===== src/hw/rtl/mts_pkg.sv =====
// ----------------------------------------------------------------------------
// mts_pkg
// Shared types and constants for the minimum-tracking stack.
// ----------------------------------------------------------------------------
package mts_pkg;

    // default stack depth
    localparam int MTS_DEPTH_DEFAULT = 64;

    // largest positive 32-bit value, reported as minimum of an empty stack
    localparam logic signed [31:0] INT_MAX = 32'sh7FFF_FFFF;

    // operation codes
    typedef enum logic [1:0] {
        ACT_PUSH  = 2'd0,
        ACT_POP   = 2'd1,
        ACT_PEEK  = 2'd2,
        ACT_CLEAR = 2'd3
    } t_action;

    // status codes
    typedef enum logic [1:0] {
        ST_OK    = 2'd0,
        ST_FULL  = 2'd1,
        ST_EMPTY = 2'd2
    } t_status;

    // sequencer states
    typedef enum logic [1:0] {
        S_IDLE   = 2'd0,
        S_RD_TOP = 2'd1,
        S_RD_MIN = 2'd2,
        S_FIN    = 2'd3
    } t_mts_state;

    // input transaction
    typedef struct packed {
        t_action            action;
        logic signed [31:0] push_value;
    } t_mts_in;

    // result transaction
    typedef struct packed {
        logic signed [31:0] data_out;
        logic signed [31:0] current_min;
        logic [6:0]         entry_count;
        logic signed [31:0] bottom_value;
        t_status            status;
    } t_mts_out;

    // one stack word: value and minimum of all entries up to and including it
    typedef struct packed {
        logic signed [31:0] value;
        logic signed [31:0] pmin;
    } t_mts_entry;

endpackage


===== src/hw/rtl/mts_min_unit.sv =====
// ----------------------------------------------------------------------------
// mts_min_unit
// Signed 32-bit minimum; passes the new value through for a first entry.
// ----------------------------------------------------------------------------
module mts_min_unit (
    input  logic               i_first,
    input  logic signed [31:0] i_a,
    input  logic signed [31:0] i_b,
    output logic signed [31:0] o_min
);
    import mts_pkg::*;

    // signed compare and select
    always_comb begin
        if (i_first || (i_a < i_b)) begin
            o_min = i_a;
        end else begin
            o_min = i_b;
        end
    end

endmodule


===== config.mk =====
export PLATFORM = sky130hd
export DESIGN_NAME = mts_min_unit
export DESIGN_NICKNAME = d
export VERILOG_FILES = /design/src/hw/rtl/mts_pkg.sv /design/src/hw/rtl/mts_min_unit.sv
export SDC_FILE = /design/constraint.sdc
export NUM_CORES = 1
export LEC_CHECK = 0
export ABC_AREA = 1
export BUFFER_PORTS_ARGS = -buffer_cell sky130_fd_sc_hd__buf_2
export CELL_PAD_IN_SITES_DETAIL_PLACEMENT = 0
export CELL_PAD_IN_SITES_GLOBAL_PLACEMENT = 2
export CORE_MARGIN = 3
export CORE_UTILIZATION = 21
export DETAILED_ROUTE_END_ITERATION = 10
export PLACE_DENSITY_LB_ADDON = 0.1
export SYNTH_ARGS = -nofsm -noshare
export SYNTH_HDL_FRONTEND = slang
export SYNTH_SLANG_ARGS = --single-unit

===== constraint.sdc =====
create_clock -name vclk -period 4.8
set_clock_uncertainty 0.15 [all_clocks]
set_input_delay 0.48 -clock vclk [all_inputs]
set_output_delay 0.48 -clock vclk [all_outputs]
set_load 0.02 [all_outputs]

==> metrics.txt <==
gr ovfl total 0; Hold Crit Endpoint o_min[17]; Critical Path AT between 3000 and 4000 ps; Max VDD drop around 0.041 mV; CP max stage cell nand2_2; Ports 97; pre-CTS setup slack roughly 1100 ps; CP Launch Type input pin; Diodes inserted 0; Worst Tran Pin Value 700.5 ps; commonest non-fill, non-tap cell in the layout buf_2; Core Area 6096 sq um; P_leak 1.257 nW; register area 0 sq um; cell row count 28; Final setup viols 0; slowest stage delay, CP 530 ps; Netlist Area Pre-Place 1368 sq um; PortBufs 97; commonest non-fill, non-tap cells in the layout buf_2, nand2_1, inv_1, nand4_1, ha_1; Syn-to-layout area delta 37.97%; worst min-delay path category in2out; antenna violations before repair 0; Hold Vio Cnt, Final 0; Ys Warns 0; max-cap violations 0; Tcrit/Tclk final between 70% and 80%; status complete, no violations; Post-CTS Resized 0; Most common cell on crit path nand2_1; Critical Path End Type output port; required time of the worst setup path 4170 ps; total track usage 11.68%; Post-Place Cell Area 1887 sq um; Mapped Cells 243; seq_cells 0; post-synth top area share 28.36%; critical path, cell by cell buf_2, ha_1, nand2_1, nor2_2, nand4_1, a21oi_1, nor2_1, nand2_1, nand2_2, nand3_4, nand2_1, nand2_1, buf_2; Initial Util 22.43%; final instance area 1887 sq um; crit path kind in2out; Setup TNS 0 ps; post-detail-place hpwl 3.654 mm; die span in x 86.70 microns; DRT Pass-1 Iters 4; CP top delay family simple AND/OR/NAND/NOR gates; Setup Fix Bufs, Post-CTS 0; fillers 723; Netlist cell types 19; syn_nets 339; Crit. Startpoint i_a[31]; WL final 4.604 mm; die area about 7500 sq um; remaining antenna violation count 0; Fmax 273.4 MHz; Hold Startpoint i_a[17]; ranking of synthesized cells by area ha_1, nand2_1, nand4_1, inv_1, a21oi_1; DR iter-0 viols 30; Placer Congestion a little over 0.7; Slew Limit Fails 0; Seq/Total Area, Yosys 0%; DRC viols 0; vias in the first global route 1650; Buf/Inv on CP 2; die height 86.70 microns; syn avg cell area 5.628 sq um; post-DR wirelength/cell 11.37 microns; worst-path fanout max 33; Vias/cell 4.346; Synth area leader ha_1; hold buffers post-CTS 0; clkbuf count 0; hold depth 4; end-of-flow core utilization 30.95%; fin nets about 430; Final WS setup 1143 ps; final worst path period need roughly 3700 ps; worst rel slew slack 53.13%; via count around 1800; share of cells above drive strength 1 31.52%; PwrDens between 100 and 150 nW/um^2; largest net degree at the start of global routing 34; first-pass GRT wire length 7.514 mm; RSZ-0062 raised after global routing no
-- cells by family (layout without fill, tap and decap cells) --
logic type               after synthesis  after routing  share of synthesized area, %
AND/OR/NAND/NOR                      138            138                         46.84
adder cells (fa/ha/maj)               31             31                         28.36
AO/OA/AOI/OAI                         21             21                         8.052
buffers and inverters                 53            140                         16.74
-- synthesized netlist by cell type (all sizes together) --
cell type   n
nand2      92
inv        41
nand4      34
ha         31
a21oi      15
buf         9
nor2        6
o21ai       4
clkbuf      3
nand3       3
nor3        2
nor4        1
o211ai      1
o21a        1
-- tightest hold or removal path, cell delays in order --
cell and delay, ps:
buf_2 90, nand2_1 50, nand2_1 40, buf_2 150
-- routing by layer --
layer  wire, microns  GRT usage (%)
met1            2146          15.98
met2            2178          21.21
met3             279         0.8555
met4               0              0
met5               0              0
-- cell type report --
cell class	count	area (sq um)	area share [%]
tap	75	93.84	4.973
inverter	41	153.9	8.157
timing repair buffer	99	500.5	26.53
multi-input combinational	190	1139	60.34
-- how the worst max path moves through the flow --
stage | slack (ps) | end | cells past startpoint
4_1_cts | 1090 | o_min[30] | 13
3_5_place_dp | 1090 | o_min[30] | 13
2_1_floorplan | 2220 | o_min[1] | 11
6_report | 1140 | o_min[20] | 13
5_1_grt | 770 | o_min[0] | 14
3_3_place_gp | 1130 | o_min[30] | 13
-- per-stage QoR --
step | hold slack [ps] | instances | power (W)
3_3_place_gp | 1140 | 405 | 0.0002537
2_1_floorplan | 978.0 | 243 | 0.0001656
6_report | 1139 | 405 | 0.0002488
5_1_grt | 1158 | 405 | 0.0002839
3_5_place_dp | 1138 | 405 | 0.0002531
4_1_cts | 1142 | 405 | 0.0002542
-- report_power, final --
group	internal [W]	leakage, nW	switching [W]
Clock	0	0	0
Combinational	0.0000894	1.26	0.000159
Sequential	0	0	0
No activity file was read; power rests on OpenSTA's default activity.
