--- src/hw/rtl/mts_pkg.sv ---
// ----------------------------------------------------------------------------
// mts_pkg
// Shared types and constants for the minimum-tracking stack.
// ----------------------------------------------------------------------------
package mts_pkg;

    // default stack depth
    localparam int MTS_DEPTH_DEFAULT = 64;

    // largest positive 32-bit value, reported as minimum of an empty stack
    localparam logic signed [31:0] INT_MAX = 32'sh7FFF_FFFF;

    // operation codes
    typedef enum logic [1:0] {
        ACT_PUSH  = 2'd0,
        ACT_POP   = 2'd1,
        ACT_PEEK  = 2'd2,
        ACT_CLEAR = 2'd3
    } t_action;

    // status codes
    typedef enum logic [1:0] {
        ST_OK    = 2'd0,
        ST_FULL  = 2'd1,
        ST_EMPTY = 2'd2
    } t_status;

    // sequencer states
    typedef enum logic [1:0] {
        S_IDLE   = 2'd0,
        S_RD_TOP = 2'd1,
        S_RD_MIN = 2'd2,
        S_FIN    = 2'd3
    } t_mts_state;

    // input transaction
    typedef struct packed {
        t_action            action;
        logic signed [31:0] push_value;
    } t_mts_in;

    // result transaction
    typedef struct packed {
        logic signed [31:0] data_out;
        logic signed [31:0] current_min;
        logic [6:0]         entry_count;
        logic signed [31:0] bottom_value;
        t_status            status;
    } t_mts_out;

    // one stack word: value and minimum of all entries up to and including it
    typedef struct packed {
        logic signed [31:0] value;
        logic signed [31:0] pmin;
    } t_mts_entry;

endpackage

--- src/hw/rtl/mts_stack_ram.sv ---
// ----------------------------------------------------------------------------
// mts_stack_ram
// Single-port stack memory, one write or one registered read per cycle.
// ----------------------------------------------------------------------------
module mts_stack_ram #(
    parameter int DEPTH = 64
) (
    input  logic                        i_clk,
    input  logic                        i_we,
    input  logic                        i_re,
    input  logic [$clog2(DEPTH)-1:0]    i_addr,
    input  mts_pkg::t_mts_entry         i_wdata,
    output mts_pkg::t_mts_entry         o_rdata
);
    import mts_pkg::*;

    t_mts_entry r_mem [DEPTH];
    t_mts_entry r_rdata;

    // write port
    always_ff @(posedge i_clk) begin
        if (i_we) begin
            r_mem[i_addr] <= i_wdata;
        end
    end

    // registered read port
    always_ff @(posedge i_clk) begin
        if (i_re) begin
            r_rdata <= r_mem[i_addr];
        end
    end

    assign o_rdata = r_rdata;

endmodule

--- config.mk ---
export PLATFORM = sky130hd
export DESIGN_NAME = mts_stack_ram
export DESIGN_NICKNAME = d
export VERILOG_FILES = /design/src/hw/rtl/mts_pkg.sv /design/src/hw/rtl/mts_stack_ram.sv
export SDC_FILE = /design/constraint.sdc
export NUM_CORES = 2
export LEC_CHECK = 0
export BUFFER_PORTS_ARGS = -buffer_cell sky130_fd_sc_hd__buf_2
export CELL_PAD_IN_SITES_DETAIL_PLACEMENT = 0
export CELL_PAD_IN_SITES_GLOBAL_PLACEMENT = 1
export CORE_UTILIZATION = 40
export CTS_BUF_LIST = sky130_fd_sc_hd__clkbuf_8 sky130_fd_sc_hd__clkbuf_16
export CTS_CLUSTER_DIAMETER = 200
export CTS_CLUSTER_SIZE = 25
export DETAILED_ROUTE_END_ITERATION = 16
export PLACE_DENSITY_LB_ADDON = 0.1
export SYNTH_ARGS = -nofsm -noshare
export SYNTH_HDL_FRONTEND = slang
export SYNTH_SLANG_ARGS = --single-unit
--- constraint.sdc ---
create_clock -name i_clk -period 7.52 [get_ports i_clk]
set_input_delay 0 -clock i_clk [delete_from_list [all_inputs] [get_ports i_clk]]
set_output_delay 0 -clock i_clk [all_outputs]
set_load 0.01 [all_outputs]
==> impl_metrics.env <==
export IMPL_wl_met1_mm=232
export IMPL_power_internal_uw=31000
export IMPL_p_comb_share_pct=6.3
export IMPL_final_seq_area_um2=125000
export IMPL_holdPathStages=5
export IMPL_routed_top_layer="met5"
export IMPL_final_max_slew_violation_count=0
export IMPL_yosysSeqAreaShare_pct=80.0
export IMPL_synth_top_cells_by_count="4160 x edfxtp_1, 684 x a22oi_1, 636 x a221oi_1"
export IMPL_core_area_um2=389000
export IMPL_syn_avg_cell_area_um2=18.1
export IMPL_yosys_warnings=0
export IMPL_drive_above_1_share_pct=11.7
export IMPL_layout_nets=8732
export IMPL_h_tree_depth=4
export IMPL_clk_pin_slew_ns=0.10
export IMPL_drc=40
export IMPL_clock_fmax_ghz=0.232
export IMPL_status="finished with violations"
export IMPL_p_clk_share_pct=29.3
export IMPL_finalWorstSetupSlack_ns=3.20
export IMPL_cts_sinks=4160
export IMPL_portBuffers=136
export IMPL_grt_pass1_vias=85900
export IMPL_setup_viol=0
export IMPL_die_h_um=627
export IMPL_timing_hold_violations_final=0
export IMPL_post_route_min_period_ns=4.32
export IMPL_power_share_switching_pct=22.6
export IMPL_rows=229
export IMPL_fin_skew_ns=0.0516
export IMPL_synth_area_leaders="edfxtp_1 80%, a221oi_1 3.6%, a22oi_1 3.3%"
export IMPL_track_usage_pct=27.2
export IMPL_syn_area_um2=156000
export IMPL_multiInputGateArea_um2=28900
export IMPL_yosys_area_top_type="edfxtp_1"
export IMPL_rsz0062_at_grt="no"
export IMPL_switchingPower_uw=9070
export IMPL_synth_cell_types=56
export IMPL_rr_worst_depth=6
export IMPL_ant_nets=0
export IMPL_setup_tns_ns=0
export IMPL_hold_ws_ns=0.0701
export IMPL_postSynth_asyncResetShare_pct=0
export IMPL_ys_flop_type="edfxtp_1"
export IMPL_ctsRootBufferMaster="clkbuf_16"
export IMPL_power_leakage_uw=0.0510
export IMPL_firstDrtPassIters=12
export IMPL_via_count=88600
export IMPL_endpoint_kind="flop"
export IMPL_grt_pass1_wl_mm=740
export IMPL_cts_setup_buffers=0
export IMPL_wl_met3_mm=38.5
export IMPL_grt_antenna_before_repair=55
export IMPL_place_inst=13600
export IMPL_insertion_delay_ns=0.96
export IMPL_final_cells=13900
export IMPL_required_ns=8.21
export IMPL_cts_buffers=188
export IMPL_place_ws_ns=2.49
export IMPL_num_io_pins=137
export IMPL_initial_core_util_pct=40.1
export IMPL_via_per_inst=6.38
export IMPL_worst_pin_slew_ns=1.47
export IMPL_chipWidth_um=627
export IMPL_hold_class="in -> reg"
export IMPL_critPathMaxFanout=98
export IMPL_p_total_uw=40100
export IMPL_grt_remaining_overflow=0
export IMPL_violations="DRC"
export IMPL_drt_iter0_markers=11200
export IMPL_clockBufferDepth=4
export IMPL_wirelength_mm=545
export IMPL_area_growth_pct=8.69
export IMPL_ir_drop_mv=0.194
export IMPL_powerDensity_nw_per_um2=236
export IMPL_gp_congestion=0.782
export IMPL_grt_max_degree=140
export IMPL_post_route_period_util_pct=57.4
export IMPL_yosysTopAreaCellShare_pct=80.0
export IMPL_ys_seq_elements=4160
export IMPL_yosysMostFrequentCell="edfxtp_1"
export IMPL_path_class="in -> reg"
export IMPL_dp_hpwl_mm=290
export IMPL_arrival_ns=5.00
export IMPL_synth_edf_count=4160
export IMPL_wl_per_cell_um=39.3
export IMPL_setup_worst_path_start_class="input port"
export IMPL_synthCells=8619
export IMPL_maxCapViolCount=0
export IMPL_dr_wl_met2_mm=259
export IMPL_slew_headroom_pct=2.00
export IMPL_cts_tree="yes"
export IMPL_die_area_um2=393000
export IMPL_syn_nets=8692
export IMPL_p_seq_share_pct=64.3
export IMPL_fillers=33800
through the flow:
step	util, %	instance area [µm²]
2_1_floorplan	-	156000
3_3_place_gp	42.2	164000
3_5_place_dp	42.2	164000
4_1_cts	43.6	170000
5_1_grt	43.6	170000
6_report	43.6	170000
layer usage:
layer  vias to the layer above  track usage (%)
met5                         -                0
met4                        18             7.09
met3                       624             3.35
met2                      3991             44.2
met1                     48000             38.7
li1                      35900                -
power groups by stage:
stage          clock network, µW  registers (µW)  logic (µW)
6_report                   11800           25800        2540
3_3_place_gp                   0           26300        2480
2_1_floorplan                  0           26300        1190
3_5_place_dp                   0           26300        2510
4_1_cts                    12000           25800        2550
5_1_grt                    12700           25800        2670
worst max-delay path, stage by stage:
cell and delay (ns):
dlygate4sd3_1 0.56, buf_8 0.33, buf_12 0.44, nor2_4 0.25, buf_4 0.34, buf_12 0.26, a221oi_1 0.45, nor2_1 0.11
o211ai_1 0.21, a21oi_1 0.10, dlygate4sd3_1 0.58, or4_1 0.50, dlygate4sd3_1 0.56
final cells by class:
| class | count | share of cell area (%) |
|---|---|---|
| Antenna cell | 10 | 0.0147 |
| Inverter | 3 | 0.0184 |
| Clock inverter | 6 | 0.0479 |
| Sequential cell | 4160 | 73.6 |
| Tap cell | 5197 | 3.83 |
| Multi-Input combinational cell | 3801 | 17.1 |
| Timing Repair Buffer | 505 | 2.56 |
| Clock buffer | 193 | 2.85 |
cell families (layout without fill, tap and decap cells):
group | count (synthesis) | count (layout) | synth area share, %
AOI/OAI and AO/OA | 2389 | 2389 | 11.3
muxes | 604 | 604 | 4.54
and+or+nand+nor | 808 | 808 | 2.27
DFF | 4160 | 4160 | 80.0
buffers and inverters | 658 | 707 | 1.88
other | 0 | 10 | 0
flip-flops by register name, summed over array words and instances, names as in the netlist:
register,flops
r_mem,4096
o_rdata,64
repair_timing:
item	CTS	global route
endpoints found under the setup margin	0	0
hold buffers	73	0
endpoints found under the hold margin	4154	0
resized for setup	0	0
placed cells by master (no fill, tap or decap), types with 5 or more instances in the layout:
cell | Yosys | final
o221ai_1 | 13 | 13
nor2_4 | 0 | 68
edfxtp_1 | 4160 | 4160
dlygate4sd3_1 | 0 | 73
o22ai_1 | 506 | 506
clkbuf_16 | 0 | 193
nand2_4 | 0 | 5
buf_2 | 253 | 132
a211oi_1 | 33 | 33
nor4_2 | 0 | 5
buf_4 | 23 | 243
o2111a_1 | 30 | 30
a22oi_1 | 684 | 684
nand2_1 | 311 | 300
nor2_1 | 301 | 233
a221o_1 | 30 | 30
o2111ai_1 | 27 | 27
a22o_1 | 6 | 6
or3_1 | 7 | 6
o32ai_1 | 5 | 5
buf_12 | 0 | 54
nor3_1 | 24 | 22
nand4_1 | 36 | 36
mux2_2 | 203 | 203
o21ai_0 | 139 | 139
inv_6 | 0 | 5
nand3b_1 | 30 | 30
a222oi_1 | 28 | 28
or4_1 | 5 | 5
a311oi_1 | 27 | 27
nand3_1 | 7 | 6
a21oi_1 | 210 | 210
mux2i_1 | 337 | 337
a221oi_1 | 636 | 636
diode_2 | 0 | 10
nand2_2 | 0 | 6
mux4_2 | 63 | 63
nor4_1 | 58 | 53
nor2b_4 | 0 | 6
final timing paths:
check | slack [ns] | to | start
setup / recovery | 3.20 | o_rdata[1] | i_addr[2]
hold / removal | 0.07 | o_rdata[4] | i_addr[0]
setup reg to reg | 4.47 | o_rdata[1] | r_mem[36][1]
hold reg to reg | 0.68 | o_rdata[49] | r_mem[20][49]
Power figures use the tool's default switching activity.
